[config.mk]
export PLATFORM = sky130hd
export DESIGN_NAME = rpn_expression_evaluator_core
export DESIGN_NICKNAME = d
export VERILOG_FILES = /design/src/rtl/rpn_pkg.sv /design/src/rtl/rpn_expression_evaluator_core.sv
export SDC_FILE = /design/constraint.sdc
export NUM_CORES = 1
export LEC_CHECK = 0
export BUFFER_PORTS_ARGS = -buffer_cell sky130_fd_sc_hd__clkbuf_2
export CORE_ASPECT_RATIO = 1.4
export CORE_MARGIN = 2
export CORE_UTILIZATION = 45
export CTS_BUF_LIST = sky130_fd_sc_hd__clkbuf_16
export DETAILED_ROUTE_END_ITERATION = 10
export SLEW_MARGIN = 20
export SYNTH_ARGS = -nofsm -noshare
export SYNTH_HDL_FRONTEND = slang
export SYNTH_SLANG_ARGS = --single-unit
[constraint.sdc]
create_clock -name clk -period 8.23 [get_ports clk]
set_input_delay 0.823 -clock clk [delete_from_list [all_inputs] [get_ports clk]]
set_output_delay 0.823 -clock clk [all_outputs]
set_load 0.01 [all_outputs]
[src/rtl/rpn_pkg.sv]
// package for the rpn expression evaluator: sizes, character codes and status codes
package rpn_pkg;

  localparam int STACK_DEPTH = 16;
  localparam int VALUE_WIDTH = 32;

  localparam int CNT_W  = $clog2(STACK_DEPTH + 1);
  localparam int IDX_W  = $clog2(STACK_DEPTH);
  localparam int ITER_W = $clog2(VALUE_WIDTH);

  localparam int SYM_W  = 8;
  localparam int RES_W  = 32;
  localparam int LINE_W = 16;
  localparam int STAT_W = 3;
  localparam int OUT_W  = RES_W + LINE_W;

  localparam logic [SYM_W-1:0] CH_SPACE = 8'h20;
  localparam logic [SYM_W-1:0] CH_STAR  = 8'h2A;
  localparam logic [SYM_W-1:0] CH_PLUS  = 8'h2B;
  localparam logic [SYM_W-1:0] CH_MINUS = 8'h2D;
  localparam logic [SYM_W-1:0] CH_SLASH = 8'h2F;
  localparam logic [SYM_W-1:0] CH_ZERO  = 8'h30;
  localparam logic [SYM_W-1:0] CH_NINE  = 8'h39;

  typedef enum logic [STAT_W-1:0] {
    ST_OK        = 3'd0,
    ST_UNDERFLOW = 3'd1,
    ST_DIVZERO   = 3'd2,
    ST_OVERFLOW  = 3'd3,
    ST_EMPTY     = 3'd4
  } status_t;

endpackage

[src/rtl/rpn_expression_evaluator_core.sv]
// rpn expression evaluator: character stream in, one result item per line out
//
//  channel | ports                          | item
//  --------+--------------------------------+--------------------------------------
//  in      | in_tvalid in_tready in_tdata   | one character, tlast marks end of line
//  out     | out_tvalid out_tready out_tdata| line result, status in tuser
//
// a new character is taken only in idle, after the last one is done; + and - use one add,
// * and / shift and add or subtract through the one shared adder, end of line reads the top
// the stack memory has one write port and one registered read port; the adder is shared
// synchronous active-low reset clears the stack count, line state and line counter
// the stack memory is not cleared; only entries below the count are read
// a finished result waits in the output register; an end of line stalls only there
module rpn_expression_evaluator_core (
  input  logic                              clk,
  input  logic                              rst_n,
  input  logic                              in_tvalid,
  output logic                              in_tready,
  input  logic [rpn_pkg::SYM_W-1:0]         in_tdata,   // symbol[7:0]
  input  logic                              in_tlast,   // end_of_line
  output logic                              out_tvalid,
  input  logic                              out_tready,
  output logic [rpn_pkg::OUT_W-1:0]         out_tdata,  // result_value[31:0], line_number[47:32]
  output logic [rpn_pkg::STAT_W-1:0]        out_tuser   // status[2:0]
);

  localparam int W = rpn_pkg::VALUE_WIDTH;

  typedef enum logic [13:0] {
    S_IDLE   = 14'h0001,
    S_DECODE = 14'h0002,
    S_OPCHK  = 14'h0004,
    S_RDR    = 14'h0008,
    S_RDL    = 14'h0010,
    S_ADDSUB = 14'h0020,
    S_MUL    = 14'h0040,
    S_NEGA   = 14'h0080,
    S_NEGB   = 14'h0100,
    S_DIV    = 14'h0200,
    S_NEGQ   = 14'h0400,
    S_WRITE  = 14'h0800,
    S_RDTOP  = 14'h1000,
    S_OUT    = 14'h2000
  } state_t;

  state_t                        state_r, state_nxt;
  logic [rpn_pkg::SYM_W-1:0]     sym_r, sym_nxt;
  logic                          eol_r, eol_nxt;
  logic [rpn_pkg::CNT_W-1:0]     cnt_r, cnt_nxt;
  logic [W-1:0]                  acc_r, acc_nxt;
  logic                          pend_r, pend_nxt;
  rpn_pkg::status_t              err_r, err_nxt;
  logic [rpn_pkg::LINE_W-1:0]    line_r, line_nxt;
  logic [W-1:0]                  a_r, a_nxt;
  logic [W-1:0]                  b_r, b_nxt;
  logic [W-1:0]                  rem_r, rem_nxt;
  logic [rpn_pkg::ITER_W-1:0]    iter_r, iter_nxt;
  logic                          negq_r, negq_nxt;
  logic                          out_valid_r, out_valid_nxt;
  logic [rpn_pkg::RES_W-1:0]     out_value_r, out_value_nxt;
  logic [rpn_pkg::LINE_W-1:0]    out_line_r, out_line_nxt;
  rpn_pkg::status_t              out_stat_r, out_stat_nxt;

  logic [W-1:0]                  mem [rpn_pkg::STACK_DEPTH];
  logic [W-1:0]                  mem_rd_r;
  logic                          mem_we;
  logic [rpn_pkg::IDX_W-1:0]     mem_waddr, mem_raddr;
  logic [W-1:0]                  mem_wdata;

  logic [W-1:0]                  unit_x, unit_y;
  logic                          unit_sub;
  logic [W:0]                    unit_sum;

  logic [rpn_pkg::CNT_W-1:0]     cnt_m1, cnt_m2;
  logic                          is_digit, is_op, is_space, stack_full, load_out;
  logic [W-1:0]                  acc_x10, div_shift;
  rpn_pkg::status_t              line_stat;

  assign in_tready  = (state_r == S_IDLE);
  assign out_tvalid = out_valid_r;
  assign out_tdata  = {out_line_r, out_value_r};
  assign out_tuser  = out_stat_r;

  assign cnt_m1     = cnt_r - rpn_pkg::CNT_W'(1);
  assign cnt_m2     = cnt_r - rpn_pkg::CNT_W'(2);
  assign is_digit   = (sym_r >= rpn_pkg::CH_ZERO) && (sym_r <= rpn_pkg::CH_NINE);
  assign is_op      = (sym_r == rpn_pkg::CH_PLUS) || (sym_r == rpn_pkg::CH_MINUS) ||
                      (sym_r == rpn_pkg::CH_STAR) || (sym_r == rpn_pkg::CH_SLASH);
  assign is_space   = (sym_r == rpn_pkg::CH_SPACE);
  assign stack_full = (cnt_r >= rpn_pkg::CNT_W'(rpn_pkg::STACK_DEPTH));
  assign acc_x10    = {acc_r[W-4:0], 3'b000} + {acc_r[W-2:0], 1'b0} + W'(sym_r[3:0]);
  assign div_shift  = {rem_r[W-2:0], a_r[W-1]};
  assign load_out   = !out_valid_r || out_tready;

  // shared add/subtract unit with carry out
  assign unit_sum = {1'b0, unit_x} + {1'b0, (unit_sub ? ~unit_y : unit_y)} +
                    {{W{1'b0}}, unit_sub};

  always_comb begin
    unit_x   = a_r;
    unit_y   = b_r;
    unit_sub = 1'b0;
    unique case (state_r) inside
      S_ADDSUB: begin
        unit_sub = (sym_r == rpn_pkg::CH_MINUS);
      end
      S_MUL: begin
        unit_x = rem_r;
        unit_y = a_r;
      end
      S_NEGA, S_NEGQ: begin
        unit_x   = '0;
        unit_y   = a_r;
        unit_sub = 1'b1;
      end
      S_NEGB: begin
        unit_x   = '0;
        unit_sub = 1'b1;
      end
      S_DIV: begin
        unit_x   = div_shift;
        unit_sub = 1'b1;
      end
      default: begin
        unit_x = a_r;
      end
    endcase
  end

  always_comb begin
    if (err_r != rpn_pkg::ST_OK) begin
      line_stat = err_r;
    end else if (cnt_r == '0) begin
      line_stat = rpn_pkg::ST_EMPTY;
    end else begin
      line_stat = rpn_pkg::ST_OK;
    end
  end

  always_comb begin
    state_nxt     = state_r;
    sym_nxt       = sym_r;
    eol_nxt       = eol_r;
    cnt_nxt       = cnt_r;
    acc_nxt       = acc_r;
    pend_nxt      = pend_r;
    err_nxt       = err_r;
    line_nxt      = line_r;
    a_nxt         = a_r;
    b_nxt         = b_r;
    rem_nxt       = rem_r;
    iter_nxt      = iter_r;
    negq_nxt      = negq_r;
    out_valid_nxt = out_valid_r && !out_tready;
    out_value_nxt = out_value_r;
    out_line_nxt  = out_line_r;
    out_stat_nxt  = out_stat_r;
    mem_we        = 1'b0;
    mem_waddr     = cnt_r[rpn_pkg::IDX_W-1:0];
    mem_wdata     = acc_r;
    mem_raddr     = cnt_m1[rpn_pkg::IDX_W-1:0];

    unique case (state_r)
      S_IDLE: begin
        if (in_tvalid) begin
          sym_nxt   = in_tdata;
          eol_nxt   = in_tlast;
          state_nxt = S_DECODE;
        end
      end
      S_DECODE: begin
        state_nxt = S_IDLE;
        if (err_r != rpn_pkg::ST_OK) begin
          if (eol_r) begin
            state_nxt = S_RDTOP;
          end
        end else if (!eol_r && is_digit) begin
          acc_nxt  = acc_x10;
          pend_nxt = 1'b1;
        end else if (eol_r || is_op || is_space) begin
          // flush pending number
          if (pend_r) begin
            if (stack_full) begin
              err_nxt = rpn_pkg::ST_OVERFLOW;
            end else begin
              mem_we  = 1'b1;
              cnt_nxt = cnt_r + rpn_pkg::CNT_W'(1);
            end
          end
          acc_nxt  = '0;
          pend_nxt = 1'b0;
          if (eol_r) begin
            state_nxt = S_RDTOP;
          end else if (is_op) begin
            state_nxt = S_OPCHK;
          end
        end
      end
      S_OPCHK: begin
        if (err_r != rpn_pkg::ST_OK) begin
          state_nxt = S_IDLE;
        end else if (cnt_r < rpn_pkg::CNT_W'(2)) begin
          err_nxt   = rpn_pkg::ST_UNDERFLOW;
          state_nxt = S_IDLE;
        end else begin
          state_nxt = S_RDR;
        end
      end
      S_RDR: begin
        b_nxt     = mem_rd_r;
        mem_raddr = cnt_m2[rpn_pkg::IDX_W-1:0];
        state_nxt = S_RDL;
      end
      S_RDL: begin
        a_nxt    = mem_rd_r;
        rem_nxt  = '0;
        iter_nxt = rpn_pkg::ITER_W'(W - 1);
        negq_nxt = mem_rd_r[W-1] ^ b_r[W-1];
        if (sym_r == rpn_pkg::CH_SLASH) begin
          if (b_r == '0) begin
            err_nxt   = rpn_pkg::ST_DIVZERO;
            state_nxt = S_IDLE;
          end else begin
            state_nxt = S_NEGA;
          end
        end else if (sym_r == rpn_pkg::CH_STAR) begin
          state_nxt = S_MUL;
        end else begin
          state_nxt = S_ADDSUB;
        end
      end
      S_ADDSUB: begin
        a_nxt     = unit_sum[W-1:0];
        state_nxt = S_WRITE;
      end
      S_MUL: begin
        if (b_r[0]) begin
          rem_nxt = unit_sum[W-1:0];
        end
        a_nxt = {a_r[W-2:0], 1'b0};
        b_nxt = {1'b0, b_r[W-1:1]};
        if (iter_r == '0) begin
          a_nxt     = b_r[0] ? unit_sum[W-1:0] : rem_r;
          state_nxt = S_WRITE;
        end else begin
          iter_nxt = iter_r - rpn_pkg::ITER_W'(1);
        end
      end
      S_NEGA: begin
        if (a_r[W-1]) begin
          a_nxt = unit_sum[W-1:0];
        end
        state_nxt = S_NEGB;
      end
      S_NEGB: begin
        if (b_r[W-1]) begin
          b_nxt = unit_sum[W-1:0];
        end
        state_nxt = S_DIV;
      end
      S_DIV: begin
        if (unit_sum[W]) begin
          rem_nxt = unit_sum[W-1:0];
          a_nxt   = {a_r[W-2:0], 1'b1};
        end else begin
          rem_nxt = div_shift;
          a_nxt   = {a_r[W-2:0], 1'b0};
        end
        if (iter_r == '0) begin
          state_nxt = S_NEGQ;
        end else begin
          iter_nxt = iter_r - rpn_pkg::ITER_W'(1);
        end
      end
      S_NEGQ: begin
        if (negq_r) begin
          a_nxt = unit_sum[W-1:0];
        end
        state_nxt = S_WRITE;
      end
      S_WRITE: begin
        mem_we    = 1'b1;
        mem_waddr = cnt_m2[rpn_pkg::IDX_W-1:0];
        mem_wdata = a_r;
        cnt_nxt   = cnt_m1;
        state_nxt = S_IDLE;
      end
      S_RDTOP: begin
        state_nxt = S_OUT;
      end
      S_OUT: begin
        if (load_out) begin
          out_valid_nxt = 1'b1;
          out_stat_nxt  = line_stat;
          out_value_nxt = (line_stat == rpn_pkg::ST_OK) ?
                          rpn_pkg::RES_W'(mem_rd_r) : '0;
          out_line_nxt  = line_r;
          line_nxt      = line_r + rpn_pkg::LINE_W'(1);
          cnt_nxt       = '0;
          acc_nxt       = '0;
          pend_nxt      = 1'b0;
          err_nxt       = rpn_pkg::ST_OK;
          state_nxt     = S_IDLE;
        end
      end
      default: begin
        state_nxt = S_IDLE;
      end
    endcase
  end

  always_ff @(posedge clk) begin
    if (mem_we) begin
      mem[mem_waddr] <= mem_wdata;
    end
    mem_rd_r <= mem[mem_raddr];
  end

  always_ff @(posedge clk) begin
    if (!rst_n) begin
      state_r     <= S_IDLE;
      cnt_r       <= '0;
      acc_r       <= '0;
      pend_r      <= 1'b0;
      err_r       <= rpn_pkg::ST_OK;
      line_r      <= '0;
      out_valid_r <= 1'b0;
    end else begin
      state_r     <= state_nxt;
      cnt_r       <= cnt_nxt;
      acc_r       <= acc_nxt;
      pend_r      <= pend_nxt;
      err_r       <= err_nxt;
      line_r      <= line_nxt;
      out_valid_r <= out_valid_nxt;
    end
  end

  always_ff @(posedge clk) begin
    sym_r       <= sym_nxt;
    eol_r       <= eol_nxt;
    a_r         <= a_nxt;
    b_r         <= b_nxt;
    rem_r       <= rem_nxt;
    iter_r      <= iter_nxt;
    negq_r      <= negq_nxt;
    out_value_r <= out_value_nxt;
    out_line_r  <= out_line_nxt;
    out_stat_r  <= out_stat_nxt;
  end

  a_cnt_bound: assert property (@(posedge clk) disable iff (!rst_n)
    cnt_r <= rpn_pkg::CNT_W'(rpn_pkg::STACK_DEPTH))
    else $error("stack count above depth");

  a_write_two: assert property (@(posedge clk) disable iff (!rst_n)
    state_r == S_WRITE |-> cnt_r >= rpn_pkg::CNT_W'(2))
    else $error("operator result written with fewer than two values");

  a_line_clear: assert property (@(posedge clk) disable iff (!rst_n)
    state_r == S_OUT && load_out |=> cnt_r == '0 && err_r == rpn_pkg::ST_OK && out_valid_r)
    else $error("line state not cleared after result");

  a_err_zero: assert property (@(posedge clk) disable iff (!rst_n)
    out_valid_r && out_stat_r != rpn_pkg::ST_OK |-> out_value_r == '0)
    else $error("error result carries a value");

endmodule
After elaboration in Yosys (flattened, before gate mapping)

Memory sizes are Yosys's and may differ from the RTL's. A register that Yosys moved wholly into a read port is not among the register bits.
Cells that the tools add are included.

Register bits: 234
RAM bits: 512
Input port bits: 13
Output and inout bits: 53
Word-level logic and storage cells: 187
Memories: 1

Memory list:

| name | words | width | rd ports | clocked after memory_dff | write ports | RTL line                            | text |
|---|---|---|---|---|---|---|---|
| mem  | 16    | 32    | 1        | 1                        | 1           | rpn_expression_evaluator_core.sv:64 | `logic [W-1:0] mem [rpn_pkg::STACK_DEPTH];` |

Add/sub/neg operators: 9
Magnitude comparators: 4
Equality and inequality tests: 38
Muxes and demuxes: 75
Bitwise gates (word level): 2
Reduce and logical (&&, ||, !) cells: 39

Operators with widths:

| cell                                             | number |
|---|---|
| two-way mux 32 bit                               | 13 |
| case mux 32 bit (3 select lines)                 | 3 |
| case mux 32 bit (6 select lines)                 | 1 |
| case mux 14 bit (12 select lines)                | 1 |
| two-way mux 14 bit                               | 6 |
| case mux 32 bit (2 select lines)                 | 1 |
| two-way mux 13 bit                               | 4 |
| == test 8 x 6 -> 1 bit (second input constant)   | 5 |
| two-way mux 3 bit                                | 13 |
| two-way mux 5 bit                                | 7 |
| adder 32 x 32 -> 33 bit                          | 1 |
| adder 33 x 1 -> 33 bit                           | 1 |
| adder 32 bit                                     | 1 |
| adder 32 x 4 -> 32 bit                           | 1 |
| zero test 32 bit                                 | 1 |
| != test 2 bit (second input constant)            | 16 |
| NOT 32 bit                                       | 1 |
| adder 16 x 1 -> 16 bit (second input constant)   | 1 |
| two-way mux 4 bit                                | 4 |
| case mux 5 bit (3 select lines)                  | 1 |
| == test 14 x 1 -> 1 bit (second input constant)  | 1 |
| == test 14 x 10 -> 1 bit (second input constant) | 1 |
| == test 14 x 11 -> 1 bit (second input constant) | 1 |
| == test 14 x 12 -> 1 bit (second input constant) | 1 |
| 43 further kinds                                 | 81 |

Logic depth before layout (Yosys ltp)

Word-level depth: 12
Gate-level depth with buffers: 22
Gate-level depth less buffers: 19

Worst setup path after synthesis

OpenSTA, ideal clock, no wires.

Path kind: reg2reg
From: register state_r[8]
To: register rem_r[13] (data pin)
Setup time: 274 ps
Arrival time: 4637 ps
Data required time: 7956 ps
Setup slack: 3319 ps
Cell stages (with the launch flop): 20
Path buffers: 4
Clock period less this slack: 4911 ps
Path through: dfxtp_1 > buf_6 > or4_4 > nor4_4 > a222oi_1 > buf_2 > buf_1 > xor2_1 > fa_1 > a211oi_1 > o21ai_0 > a21oi_1 > o31ai_1 > a32oi_1 > o2111ai_1 > nand2_1 > buf_1 > nor2_1 > nor2_1 > o221ai_1

Word-level cells in the longest chain between the ends: 9
Elaborated cells between the ends (all ways): 20
Classes of those cells: add/sub (2); eq/ne (7); mux (7); bitwise (1); reduce/logical (3)

Ends and longest elaborated chain:

| element                                                                         | RTL line                             | text |
|---|---|---|
| from (decl)                                                                     | rpn_expression_evaluator_core.sv:46  | `state_t state_r, state_nxt;` |
| from (signal assigned)                                                          | rpn_expression_evaluator_core.sv:329 | `state_r <= state_nxt;` |
| parallel branches: the longest is 8 deep, another holds adder 32 x 32 -> 33 bit | --                                   |  |
| case mux 32 bit (3 select lines) (*)                                            | rpn_expression_evaluator_core.sv:163 | `unique case (state_r)` |
| via rem_nxt[13]                                                                 | rpn_expression_evaluator_core.sv:56  | `logic [W-1:0] rem_r, rem_nxt;` |
| to (signal assigned)                                                            | rpn_expression_evaluator_core.sv:344 | `rem_r <= rem_nxt;` |
| to (decl)                                                                       | rpn_expression_evaluator_core.sv:56  |  |

Mark *: on every way through the listed nets, which the timed path passes.
A chain may end at the register's enable or synchronous reset.

Final worst setup path

From: register state_r[12]
To: register rem_r[13] (data pin)

The elaborated chain is that of the path after synthesis.

==> impl_results.md <==
* Cells on worst reg2reg path at 20
* Critical Path Max Stage Delay at 700 ps
* Crit path kind: flop to flop
* Total track usage at 23.1%
* Final core area utilization at approximately 50%
* Async set-reset flop share out of synthesis at 0%
* Hold WC Path Type: input pin to flop
* Initial antenna violation count at 1
* Crit path launch type: flop
* Iteration-0 DRC Markers at 2323
* Setup ws final at approximately 1900 ps
* Final HPWL from detailed placement at 62600 µm
* Die Wd at 244 µm
* Via count at 23000
* Final min period at 6370 ps
* Routability Congestion at 0.931
* Die H at 340 µm
* Setup_tns at 0 ps
* Die ar. at 83100 µm²
* Total of fill cells in the finished design at 6788
* Post-synthesis mux area share at 10.6%
* Synth warn at 0
* Worst path slowest cell: o31ai_1
* Setup crit end kind: flop
* Clock Sinks at 777
* Post-Syn Area at 36300 µm²
* Reg2reg setup slack at 1860 ps
* Area of the core at 80200 µm²
* IO Pins at 66
* Port Buffers at 65
* Register area at 22300 µm²
* Share of cells above drive strength 1 at 14.8%
* Detail Route Antenna Nets at 0
* Fin. max-slew vios at 0
* Largest net degree at the start of global routing at 129
* Placement Rows at around 120
* Total gr overflow at 0
* Critical Path, Cell by Cell: or3_1, nor4_4, and3_1, buf_4, a221o_1, nor2_1, a21o_1, inv_1, fa_1, a211oi_1, o21ai_0, a21oi_1, o31ai_1, a32oi_1, o2111ai_1, nand2_1, buf_4, mux2_2, nand2_1, o221ai_1
* DR vias/cell at 5.98
* IR Drop Worst-Case VDD at 0.000175 V
* Wire length of the first global-routing pass at approximately 150000 µm
* Synth Area in XOR/XNOR at 2.89%
* Hold buffer count at cts at 0
* P_leak at around 14 nW
* Worst slew pin tran at 1090 ps
* Final setup viols at 0
* Clock buffer depth at 3
* Total chip power at between 7 and 8 mW
* Worst-skew pair later-pin latency at 650 ps
* Post-synthesis compound-gate area fraction at 10.1%
* Clock-pin slew on the worst setup and hold paths at 60 ps
* H-tree depth at 3
* Routed WL at 96000 µm
* Root buffer cell: clkbuf_16
* Largest family of logic cells by synthesized area: multiplexers
* WL/cell at 24.9 µm
* Main flop type after synthesis: edfxtp_1
* Post-synth EDFFs at 674
* Max-Slew Margin vs Limit at 27.2%
* Synthesized net count at 2795
* Postcts setup bufs at 0
* #FFs+latches synth at around 780
* Final Hold Viols at 0
* First-pass DRT Iterations at 8
* # DRC at 0
* Number of global-route vias before repair at 23700
* Worst EP required at 8590 ps
* CTS resizes at 0
* CP Max Fanout at 43
* Post-Synth Simple-Gate Area at 9.42%
* Area of the multi-input gates at 13500 µm²
* TritonCTS clock tree: yes
* Pwr per Cell Area at 192 nW/µm²
* Tcrit/Tclk final at between 70% and 80%
* Distinct cells, synth at 76
* Status: complete, no violations
* Clock Skews at 24.8 ps
* Initial Util at 45.3%
* Nets@finish at between 2000 and 3000
* Critical Path AT at slightly below 7000 ps
* Worst slack, placed at between 1500 and 2000 ps
* Post-Synth Adder-Cell Area at 3.51%
* TritonCTS Buffers at 77
* Hold path depth at 1
* FMAX at around 0.16 GHz
* Max-capacitance violation count at 0
* Synth-to-Final Area Change at 11.5%
* Seq/Total Area, Yosys at 61.4%
* Cells after synthesis at 2682
* Syn Area/Cell at roughly 14 µm²
* RSZ-0062 raised after global routing: no
## final timing paths
kind,from,end
worst max-delay path,state_r[12],rem_r[13]
worst max register to register,state_r[12],rem_r[13]
worst min-delay path,in_tlast,eol_r
worst min register to register,line_r[15],out_line_r[15]
## where the power goes
| group | internal [mW] | leakage, nW | switching, mW |
|---|---|---|---|
| Clock | 1.94 | 1.28 | 1.54 |
| Combinational | 0.0232 | 6.38 | 0.0395 |
| Sequential | 4.23 | 6.25 | 0.00978 |
| Total | 6.19 | 13.9 | 1.59 |
## metal layers
| layer | global-route usage (%) | up-vias | wire [µm] |
|---|---|---|---|
| met5 | 0 | - | 0 |
| met4 | 9.26 | 0 | 3550 |
| met3 | 3.04 | 212 | 4970 |
| met2 | 40.5 | 781 | 49100 |
| met1 | 28.9 | 11600 | 38400 |
| li1 | - | 10400 | - |
## cell families after synthesis
group / count (synthesis)
flip-flops: 777
AND/OR/NAND/NOR: 718
AO/OA/AOI/OAI: 559
multiplexers: 226
buffers and inverters: 182
XOR/XNOR: 120
adder cells (fa/ha/maj): 100
## cell type report
cell class              count  area share [%]
clock buffers              80            4.94
well taps                1062            3.28
multi-input cells        1723            33.3
clock inverters            63            1.23
inverters                  28           0.259
repair buffers            121            1.90
diodes                      1         0.00618
flip-flops and latches    777            55.1
## worst max-delay path: cells and delay by family, from the launching register on
kind | cells | cell delay [ps]
AOI/OAI and AO/OA | 9 | 2580
DFF | 1 | 350
buffers and inverters | 3 | 920
muxes | 1 | 290
and+or+nand+nor | 6 | 1680
adders and majority gates | 1 | 260
## cell usage after synthesis (20+ instances only)
cell type | instances | area (µm²)
mux4_2 | 128 | 2880
nand2_1 | 307 | 1150
ha_1 | 97 | 1210
o21ai_0 | 94 | 470
dfxtp_1 | 103 | 2060
nor2b_1 | 65 | 407
xnor2_1 | 57 | 499
edfxtp_1 | 674 | 20200
o22ai_1 | 20 | 125
nand3_1 | 31 | 155
clkbuf_1 | 108 | 405
a211oi_1 | 43 | 323
xor2_1 | 63 | 552
a21o_1 | 30 | 225
nor2_1 | 136 | 510
mux2i_1 | 96 | 961
nor3_1 | 25 | 125
a21oi_1 | 147 | 736
inv_1 | 28 | 105
and2_1 | 57 | 357
a22oi_1 | 94 | 706
## cells in the final DEF, fill, tap and decap left out, types with 14 or more instances in the layout
| master | count |
|---|---|
| edfxtp_1 | 674 |
| nand4_1 | 16 |
| inv_1 | 45 |
| o21ai_0 | 94 |
| nor4_1 | 16 |
| xor2_1 | 63 |
| nor2_1 | 119 |
| nand3_1 | 31 |
| nor3_1 | 22 |
| o21a_1 | 14 |
| nor2b_1 | 64 |
| clkbuf_2 | 65 |
| mux4_2 | 128 |
| a21o_1 | 30 |
| ha_1 | 97 |
| xnor2_1 | 55 |
| nand2_1 | 307 |
| o21bai_1 | 14 |
| clkbuf_16 | 80 |
| a211oi_1 | 43 |
| a22oi_1 | 94 |
| dfxtp_1 | 103 |
| buf_4 | 54 |
| mux2i_1 | 96 |
| a21oi_1 | 145 |
| o22ai_1 | 20 |
| and2_1 | 57 |
| a22o_1 | 14 |
| nor2_4 | 16 |
## stage by stage
| step | area [µm²] | hold WS, ps | cells |
|---|---|---|---|
| 2_1_floorplan | 36300 | 425 | 2682 |
| 3_3_place_gp | 38000 | 439 | 3711 |
| 3_5_place_dp | 38000 | 441 | 3711 |
| 4_1_cts | 40500 | 330 | 3854 |
| 5_1_grt | 40500 | 342 | 3854 |
| 6_report | 40500 | 368 | 3855 |
## sequential cells by signal, summed over array words and instances (netlist names), 5 cells and up
name and flops:
mem 512, iter_r 5, out_line_r 16, mem_rd_r 32
b_r 32, rem_r 32, out_value_r 32, a_r 32
acc_r 32, cnt_r 5, sym_r 8, state_r 14
line_r 16
No activity file was read; power rests on OpenSTA's default activity.
